[src/rtl/core/pfde_pkg.sv]
package pfde_pkg;

  localparam int Size = 5;
  localparam int LetterW = 5;
  localparam int IdxW = 3;
  localparam int NumRegs = Size;
  localparam int RegIdxW = 3;
  localparam int AddrW = 5;
  localparam int DataW = 32;

  typedef logic [LetterW-1:0] letter_t;
  typedef letter_t [Size-1:0] key_row_t;
  typedef key_row_t [Size-1:0] key_sq_t;
  typedef logic [IdxW-1:0] sq_idx_t;

  localparam letter_t CodeI = 5'd8;
  localparam letter_t CodeJ = 5'd9;
  localparam letter_t CodeX = 5'd23;

  localparam key_row_t KeyRow0Rst = 25'd10755244;
  localparam key_row_t KeyRow1Rst = 25'd17283508;
  localparam key_row_t KeyRow2Rst = 25'd25942713;
  localparam key_row_t KeyRow3Rst = 25'd6848868;
  localparam key_row_t KeyRow4Rst = 25'd2149955;

  typedef struct packed {
    logic    found;
    sq_idx_t row;
    sq_idx_t col;
  } loc_t;

  // Finds the first matching cell in row-major order.
  function automatic loc_t locate(input key_sq_t sq, input letter_t ch);
    loc_t res;
    res = '0;
    for (int r = 0; r < Size; r++) begin
      for (int c = 0; c < Size; c++) begin
        if (!res.found && sq[r][c] == ch) begin
          res.found = 1'b1;
          res.row   = sq_idx_t'(r);
          res.col   = sq_idx_t'(c);
        end
      end
    end
    return res;
  endfunction

  function automatic sq_idx_t wrap_inc(input sq_idx_t idx);
    sq_idx_t res;
    if (idx == sq_idx_t'(Size - 1)) begin
      res = '0;
    end else begin
      res = idx + sq_idx_t'(1);
    end
    return res;
  endfunction

endpackage

[src/rtl/core/playfair_digraph_encrypt_unit.sv]
// Playfair digraph encryptor.
// Input channel: one plaintext letter per request (in_letter, in_end_of_message),
// accepted when in_valid is high and in_stall is low. Letters are paired into
// digraphs, with X as filler between equal letters of a pair and after an odd
// final letter; J is treated as I.
// Output channel: one enciphered digraph per request (out_cipher_first,
// out_cipher_second, out_letter_not_found, out_final_pair), taken when
// out_valid is high and out_stall is low.
// The key square lives in five APB registers, one row each at byte address 4*i.
// Throughput is one letter per cycle while in_stall is low. A digraph passes
// through the pair register and then the output register. When equal letters
// end a message, two digraphs are produced and the input stalls while the
// second one waits in the second pair register.
// When the receiver stalls, the output register holds its request and the pair
// register fills, after which in_stall rises.
// Reset empties both registers, drops any held letter and loads the default square.
module playfair_digraph_encrypt_unit
  import pfde_pkg::*;
(
  input  logic             clk,
  input  logic             rst_n,
  input  logic             in_valid,
  output logic             in_stall,
  input  logic [4:0]       in_letter,
  input  logic             in_end_of_message,
  output logic             out_valid,
  input  logic             out_stall,
  output logic [4:0]       out_cipher_first,
  output logic [4:0]       out_cipher_second,
  output logic             out_letter_not_found,
  output logic             out_final_pair,
  input  logic             psel,
  input  logic             penable,
  input  logic             pwrite,
  input  logic [AddrW-1:0] paddr,
  input  logic [DataW-1:0] pwdata,
  output logic [DataW-1:0] prdata,
  output logic             pready
);

  key_sq_t key_r;
  logic [RegIdxW-1:0] reg_idx;

  logic    held_valid_r, held_valid_nxt;
  letter_t held_letter_r, held_letter_nxt;

  logic    p_valid_r, p_valid_nxt;
  letter_t p_a_r, p_a_nxt;
  letter_t p_b_r, p_b_nxt;
  logic    p_fin_r, p_fin_nxt;
  logic    p2_valid_r, p2_valid_nxt;
  letter_t p2_a_r, p2_a_nxt;

  logic    o_valid_r;
  letter_t o_first_r, o_first_nxt;
  letter_t o_second_r, o_second_nxt;
  logic    o_nf_r, o_nf_nxt;
  logic    o_fin_r;

  logic    in_accept, out_load, p_move;
  letter_t l_in;
  loc_t    loc_a, loc_b;

  assign pready  = 1'b1;
  assign reg_idx = paddr[AddrW-1:2];

  always_comb begin
    prdata = '0;
    if (reg_idx < RegIdxW'(NumRegs)) begin
      prdata = DataW'(key_r[reg_idx]);
    end
  end

  always_ff @(posedge clk) begin
    if (!rst_n) begin
      key_r[0] <= KeyRow0Rst;
      key_r[1] <= KeyRow1Rst;
      key_r[2] <= KeyRow2Rst;
      key_r[3] <= KeyRow3Rst;
      key_r[4] <= KeyRow4Rst;
    end else if (psel && penable && pwrite && reg_idx < RegIdxW'(NumRegs)) begin
      key_r[reg_idx] <= key_row_t'(pwdata[Size*LetterW-1:0]);
    end
  end

  assign out_load  = !o_valid_r || !out_stall;
  assign p_move    = p_valid_r && out_load;
  assign in_stall  = p2_valid_r || (p_valid_r && !out_load);
  assign in_accept = in_valid && !in_stall;
  assign l_in      = (in_letter == CodeJ) ? CodeI : in_letter;

  always_comb begin
    held_valid_nxt  = held_valid_r;
    held_letter_nxt = held_letter_r;
    p_valid_nxt     = p_valid_r;
    p_a_nxt         = p_a_r;
    p_b_nxt         = p_b_r;
    p_fin_nxt       = p_fin_r;
    p2_valid_nxt    = p2_valid_r;
    p2_a_nxt        = p2_a_r;
    if (p_move) begin
      p_valid_nxt = p2_valid_r;
      p_a_nxt     = p2_a_r;
      p_b_nxt     = CodeX;
      p_fin_nxt   = 1'b1;
      p2_valid_nxt = 1'b0;
    end
    if (in_accept) begin
      if (!held_valid_r) begin
        if (in_end_of_message) begin
          p_valid_nxt = 1'b1;
          p_a_nxt     = l_in;
          p_b_nxt     = CodeX;
          p_fin_nxt   = 1'b1;
        end else begin
          held_valid_nxt  = 1'b1;
          held_letter_nxt = l_in;
        end
      end else if (held_letter_r == l_in) begin
        p_valid_nxt = 1'b1;
        p_a_nxt     = held_letter_r;
        p_b_nxt     = CodeX;
        p_fin_nxt   = 1'b0;
        if (in_end_of_message) begin
          p2_valid_nxt    = 1'b1;
          p2_a_nxt        = l_in;
          held_valid_nxt  = 1'b0;
          held_letter_nxt = '0;
        end
      end else begin
        p_valid_nxt     = 1'b1;
        p_a_nxt         = held_letter_r;
        p_b_nxt         = l_in;
        p_fin_nxt       = in_end_of_message;
        held_valid_nxt  = 1'b0;
        held_letter_nxt = '0;
      end
    end
  end

  always_comb begin
    loc_a        = locate(key_r, p_a_r);
    loc_b        = locate(key_r, p_b_r);
    o_first_nxt  = '0;
    o_second_nxt = '0;
    o_nf_nxt     = !(loc_a.found && loc_b.found);
    if (loc_a.found && loc_b.found) begin
      if (loc_a.row == loc_b.row) begin
        o_first_nxt  = key_r[loc_a.row][wrap_inc(loc_a.col)];
        o_second_nxt = key_r[loc_b.row][wrap_inc(loc_b.col)];
      end else if (loc_a.col == loc_b.col) begin
        o_first_nxt  = key_r[wrap_inc(loc_a.row)][loc_a.col];
        o_second_nxt = key_r[wrap_inc(loc_b.row)][loc_b.col];
      end else begin
        o_first_nxt  = key_r[loc_a.row][loc_b.col];
        o_second_nxt = key_r[loc_b.row][loc_a.col];
      end
    end
  end

  always_ff @(posedge clk) begin
    if (!rst_n) begin
      held_valid_r  <= 1'b0;
      held_letter_r <= '0;
      p_valid_r     <= 1'b0;
      p2_valid_r    <= 1'b0;
      o_valid_r     <= 1'b0;
    end else begin
      held_valid_r  <= held_valid_nxt;
      held_letter_r <= held_letter_nxt;
      p_valid_r     <= p_valid_nxt;
      p2_valid_r    <= p2_valid_nxt;
      if (out_load) begin
        o_valid_r <= p_valid_r;
      end
    end
  end

  always_ff @(posedge clk) begin
    p_a_r   <= p_a_nxt;
    p_b_r   <= p_b_nxt;
    p_fin_r <= p_fin_nxt;
    p2_a_r  <= p2_a_nxt;
    if (p_move) begin
      o_first_r  <= o_first_nxt;
      o_second_r <= o_second_nxt;
      o_nf_r     <= o_nf_nxt;
      o_fin_r    <= p_fin_r;
    end
  end

  assign out_valid            = o_valid_r;
  assign out_cipher_first     = o_first_r;
  assign out_cipher_second    = o_second_r;
  assign out_letter_not_found = o_nf_r;
  assign out_final_pair       = o_fin_r;

endmodule
[config.mk]
export PLATFORM = sky130hd
export DESIGN_NAME = playfair_digraph_encrypt_unit
export DESIGN_NICKNAME = d
export VERILOG_FILES = /design/src/rtl/core/pfde_pkg.sv /design/src/rtl/core/playfair_digraph_encrypt_unit.sv
export SDC_FILE = /design/constraint.sdc
export NUM_CORES = 1
export LEC_CHECK = 0
export BUFFER_PORTS_ARGS = -buffer_cell sky130_fd_sc_hd__buf_2
export CELL_PAD_IN_SITES_DETAIL_PLACEMENT = 1
export CELL_PAD_IN_SITES_GLOBAL_PLACEMENT = 1
export CORE_MARGIN = 8
export CORE_UTILIZATION = 42
export DETAILED_ROUTE_END_ITERATION = 7
export GPL_ROUTABILITY_DRIVEN = 0
export GPL_TIMING_DRIVEN = 1
export PLACE_DENSITY = 0.74
export SLEW_MARGIN = 5
export SYNTH_ARGS = -nofsm -noshare
export SYNTH_HDL_FRONTEND = slang
export SYNTH_SLANG_ARGS = --single-unit
export TNS_END_PERCENT = 100
[constraint.sdc]
create_clock -name clk -period 4.7 [get_ports clk]
set_input_delay 0.47 -clock clk [delete_from_list [all_inputs] [get_ports clk]]
set_output_delay 0.47 -clock clk [all_outputs]
set_load 0.01 [all_outputs]
Word level (Yosys, flattened, before mapping). Cells that the tools add are included.

Output and inout port bits: 47. Bits of input ports: 50. Bits in registers: 162. Logic and storage cells: 351.

Add/sub/neg operators: 4. Multiplexer cells: 125. Reduce and logical (&&, ||, !) cells: 113. Equal/unequal tests: 60. $lt $le $gt $ge: 11.

Operators with widths (number): 25-bit binary-select mux with 3-bit select (5); 7-bit 2-to-1 mux (50); 5-bit == test (51); 25-bit 2-to-1 mux (7); 125-bit bitwise mux (1); 5-bit 2-to-1 mux (24); 5-bit binary-select mux with 3-bit select (6); 25-bit demux with 3-bit select (1); 1-bit logical AND (56); 1-bit zero test (53); 3-bit 2-to-1 mux (14); 3-bit by 4-bit < comparator with 1-bit output (second input constant) (9); 1-bit 2-to-1 mux (17); 3-bit by 1-bit adder with 3-bit output (second input constant) (4); 3-bit == test (second input constant) (4); 3-bit == test (2); 5-bit by 4-bit == test with 1-bit output (second input constant) (1); 4-bit AND reduction (1); 3-bit by 1-bit >= comparator with 1-bit output (second input constant) (1); 3-bit < comparator (second input constant) (1); 3-bit inequality test (second input constant) (1); 3-bit AND reduction (1); 1-bit logical OR (2); 2-bit by 1-bit inequality test with 1-bit output (second input constant) (1).

Depth between registers and ports, before layout.
Depth in word-level cells: 85. Mapped depth: 24. Depth with buffers taken out: 17.

Worst setup path after synthesis. No wires, ideal clock.

Kind: register -> register. Start point: reg p_a_r[2]. End point: reg o_first_r[4], in the netlist out_cipher_first[4] (data pin). Buffers on the path: 6. Cell stages (with the launch flop): 23. Period minus slack after synthesis: 4814 ps. Required time: 4429 ps. Arrival time: 4543 ps. Library setup time: 271 ps. Setup slack: -114 ps. Path through: dfxtp_1 -> buf_4 -> xor2_1 -> nor2_1 -> and4_1 -> or3_1 -> or3_1 -> buf_2 -> nor2_2 -> inv_2 -> buf_2 -> buf_1 -> ha_1 -> a21oi_1 -> o211ai_1 -> a31oi_2 -> buf_6 -> buf_6 -> mux2_2 -> a221oi_1 -> a211oi_1 -> nor3_1 -> nor4_1.

Cells in the longest elaborated chain, start to end: 85. Elaborated cells between the ends (all ways): 124. Classes of those cells: add/sub: 2; eq/ne: 29; mux: 44; reduce/logical: 49.

Ends and longest elaborated chain: from (decl) (line playfair_digraph_encrypt_unit.sv:48) `letter_t p_a_r, p_a_nxt;`; from (signal assigned) (line playfair_digraph_encrypt_unit.sv:180) `p_a_r <= p_a_nxt;`; 5-bit == test (line pfde_pkg.sv:38) `if (!res.found && sq[r][c] == ch) begin`; 7-bit 2-to-1 mux (line pfde_pkg.sv:38); 1-bit zero test (line pfde_pkg.sv:38); 1-bit logical AND (line pfde_pkg.sv:38); 7-bit 2-to-1 mux (line pfde_pkg.sv:38); 1-bit zero test (line pfde_pkg.sv:38); 1-bit logical AND (line pfde_pkg.sv:38); 7-bit 2-to-1 mux (line pfde_pkg.sv:38); (+69 left out); 3-bit 2-to-1 mux (line playfair_digraph_encrypt_unit.sv:148) `if (loc_a.row == loc_b.row) begin`; 3-bit 2-to-1 mux (line playfair_digraph_encrypt_unit.sv:147) `if (loc_a.found && loc_b.found) begin`; 25-bit binary-select mux with 3-bit select (line playfair_digraph_encrypt_unit.sv:152) `o_first_nxt = key_r[wrap_inc(loc_a.row)][loc_a.col];`; 25-bit 2-to-1 mux (implied by the code) (line playfair_digraph_encrypt_unit.sv:152); 5-bit binary-select mux with 3-bit select (line playfair_digraph_encrypt_unit.sv:152); 5-bit 2-to-1 mux (implied by the code) (line playfair_digraph_encrypt_unit.sv:152); 5-bit 2-to-1 mux (line playfair_digraph_encrypt_unit.sv:151) `end else if (loc_a.col == loc_b.col) begin`; 5-bit 2-to-1 mux (line playfair_digraph_encrypt_unit.sv:148); to (signal assigned) (line playfair_digraph_encrypt_unit.sv:185) `o_first_r <= o_first_nxt;`; to (decl) (line playfair_digraph_encrypt_unit.sv:55) `letter_t o_first_r, o_first_nxt;`.

Mark *: on every way between the ends. The rest lies on a longest branch, timed or not. The select of a mux whose other input is x is not followed. A chain may end at the register's enable or synchronous reset.

Worst setup path in the final report.
Start point: reg p_a_r[3]. End point: reg o_first_r[3], in the netlist out_cipher_first[3] (data pin).

The elaborated chain is that of the path after synthesis.

==> impl_metrics.ini <==
[sta]
setup_violations = 0
tightestPinTransition_ns = 1.25
hold_violations = 0
fmax_mhz = 217
slew_viol_final = 0
maxSlewHeadroom_pct = 16.2
fin_ws_ns = 0.0968
skew_ns = 0.0155
period_share_pct = 97.9
period_needed_ns = 4.60

[final_layout]
mostFrequentLayoutCell = nand2_1
area_growth_pct = 16.4
fillCellCount = 4878
drive_above_1_share_pct = 22.3
final_cell_mix = nand2_1 (388), buf_4 (250), nand3_1 (169)
seq_area_sq_um = 3420
fin_nets = 2404
design_area_sq_um = 19500
multi_input_area_sq_um = 12100

[global_routing]
grt_pass1_vias = 19200
grt_pass1_wl_um = 126000
overflow = 0
grt_max_degree = 91
gr-usage-all-layers_pct = 35.4
antenna_found_initial = 2

[logic_synthesis]
ys.flop_type = dfxtp_1
synth_warnings = 0
ys_seq_area_share_pct = 20.3
ys_types = 90
synthCells = 2277
synth_area_per_cell_sq_um = 7.37
synth_area_sq_um = 16800
ys_ff_latch = 162
synth_edf_count = 17
synthArstFlopShare_pct = 0

[cts]
clock-sinks = 162
cts_buffer_depth = 2
clock_latency_ns = 0.48
clk_pin_slew_ns = 0.07
htree_levels = 4
cts_tree = done
cts_buffers = 17
cts_root_buffer = clkbuf_16

[setup_path]
cp-end-kind = flop
worstPathArrival_ns = 4.82
cp_max_fo = 13
required_ns = 4.92
cp-start-kind = flop
crit_type = flop to flop

[flow_run]
drv_cap = 0

[floorplanning]
row_count = 73
die-area_sq_um = 46600
pin_count = 97
die_w_um = 216
initial_core_util_pct = 42.4
die_h_um = 216
coreArea_sq_um = 39500

[routing]
dr.pass1.iters = 6
viasPerCell = 6.73
ant_nets = 0
vias = 19400
post-route-drc-count = 0
drtIter0Drc = 2366
drt_wl_total_um = 86300
wl_per_cell_um = 29.9

[placement]
place_hpwl_um = 64400
portBuffers = 79
dpl_cell_area_sq_um = 18600
dp_worst_setup_slack_ns = -0.227

[run_status]
run_status = completed

[pwr]
power.density_nw_per_um2 = 458
vdd_drop_max_mv = 0.310
p_leak_uw = 0.00800

[worst_hold_path]
hp-class = input port to flop
## metrics by stage
stage               TNS, ns  util, %  total power (uW)  cells  hold slack, ns
global placement     -0.147     46.9              6690   2840           0.439
detailed placement   -0.277     46.9              6880   2840           0.442
finish                    0     49.4              8950   2886           0.249
global route        -0.0304     49.4              9220   2884           0.247
floorplan                 0        -              4970   2283           0.426
CTS                       0     48.6              8450   2872           0.237
## worst paths after layout
path	end	from	cells after the start	slack, ns
worst min register to register	out_final_pair	p_fin_r	0	0.47
worst min-delay path	p2_a_r[3]	in_letter[3]	1	0.25
worst max register to register	out_cipher_first[3]	p_a_r[3]	23	0.1
worst max-delay path	out_cipher_first[3]	p_a_r[3]	23	0.1
## registers in the layout (all words and copies together), names as in the netlist, 5 cells and up
signal,cells
out_cipher_first,5
p_b_r,5
held_letter_r,5
p_a_r,5
key_r,125
out_cipher_second,5
p2_a_r,5
## cell families (layout without fill, tap and decap cells)
family	after synthesis	count (layout)	synth area share [%]
compound gates	471	471	20.4
fa+ha+maj	8	8	0.597
flops	162	162	20.3
simple gates	862	862	23.9
buf+inv	324	400	9.34
other cells	2	10	0.0448
mux	190	190	11.8
xor+xnor	258	258	13.6
## where the power goes
group	leakage, uW	switching [uW]	internal, uW	total (uW)
Combinational	0.00636	3570	2330	5900
Clock	0.000304	713	808	1520
Sequential	0.00133	50.6	1480	1530
Total	0.00800	4330	4610	8950
## metal layers
metal | vias to the layer above | wire (um) | GRT usage (%)
li1 | 8112 | - | -
met1 | 9540 | 32700 | 42.6
met4 | 2 | 7200 | 22.8
met3 | 452 | 8650 | 8.98
met5 | - | 13 | 0
met2 | 1317 | 37700 | 55.8
## area by class of cell
| type | instances | area share (%) |
|---|---|---|
| antenna | 2 | 0.0256 |
| clock buffer | 17 | 2.18 |
| clock inverter | 15 | 0.987 |
| inverter | 23 | 0.442 |
| multi-input combinational | 1797 | 62.1 |
| sequential | 162 | 17.5 |
| tap | 525 | 3.36 |
| timing repair buffer | 345 | 13.4 |
## critical path, stage by stage (launching register included)
cell       delay (ns)
dfxtp_1          0.38
buf_12           0.18
buf_4            0.16
xor2_1           0.21
nor3_2           0.08
nand3_1          0.13
nand4_1          0.19
buf_4            0.21
a211oi_4         0.21
a31o_2           0.17
inv_1            0.06
ha_2             0.20
a21oi_1          0.16
o211ai_1         0.15
a31oi_4          0.24
buf_12           0.18
buf_4            0.14
mux2i_1          0.29
mux2i_1          0.17
mux2i_1          0.22
o21ai_1          0.09
buf_4            0.15
a31oi_4          0.21
a2111oi_4        0.10
## synth_stat cells, drive strengths merged, types with 22 or more instances
master,number,area (sq um)
o21ai,91,455
dfxtp,145,2900
nand3,177,886
nor3,72,382
xor2,134,1190
buf,134,848
a22oi,22,165
nand2,388,1460
nor2,97,367
a221o,39,390
mux2,59,668
a21boi,76,571
clkbuf,167,632
inv,23,86.3
xnor2,124,1090
mux2i,131,1310
o221ai,35,307
a21oi,58,298
## what timing repair did
action,in CTS,in global routing
pin swaps,0,5
buffers inserted,0,12
hold buffers,0,0
resized for setup,7,47
hold endpoints to repair,0,0
endpoints found under the setup margin,4,10
Note: power is estimated with default switching activity, not from simulation.
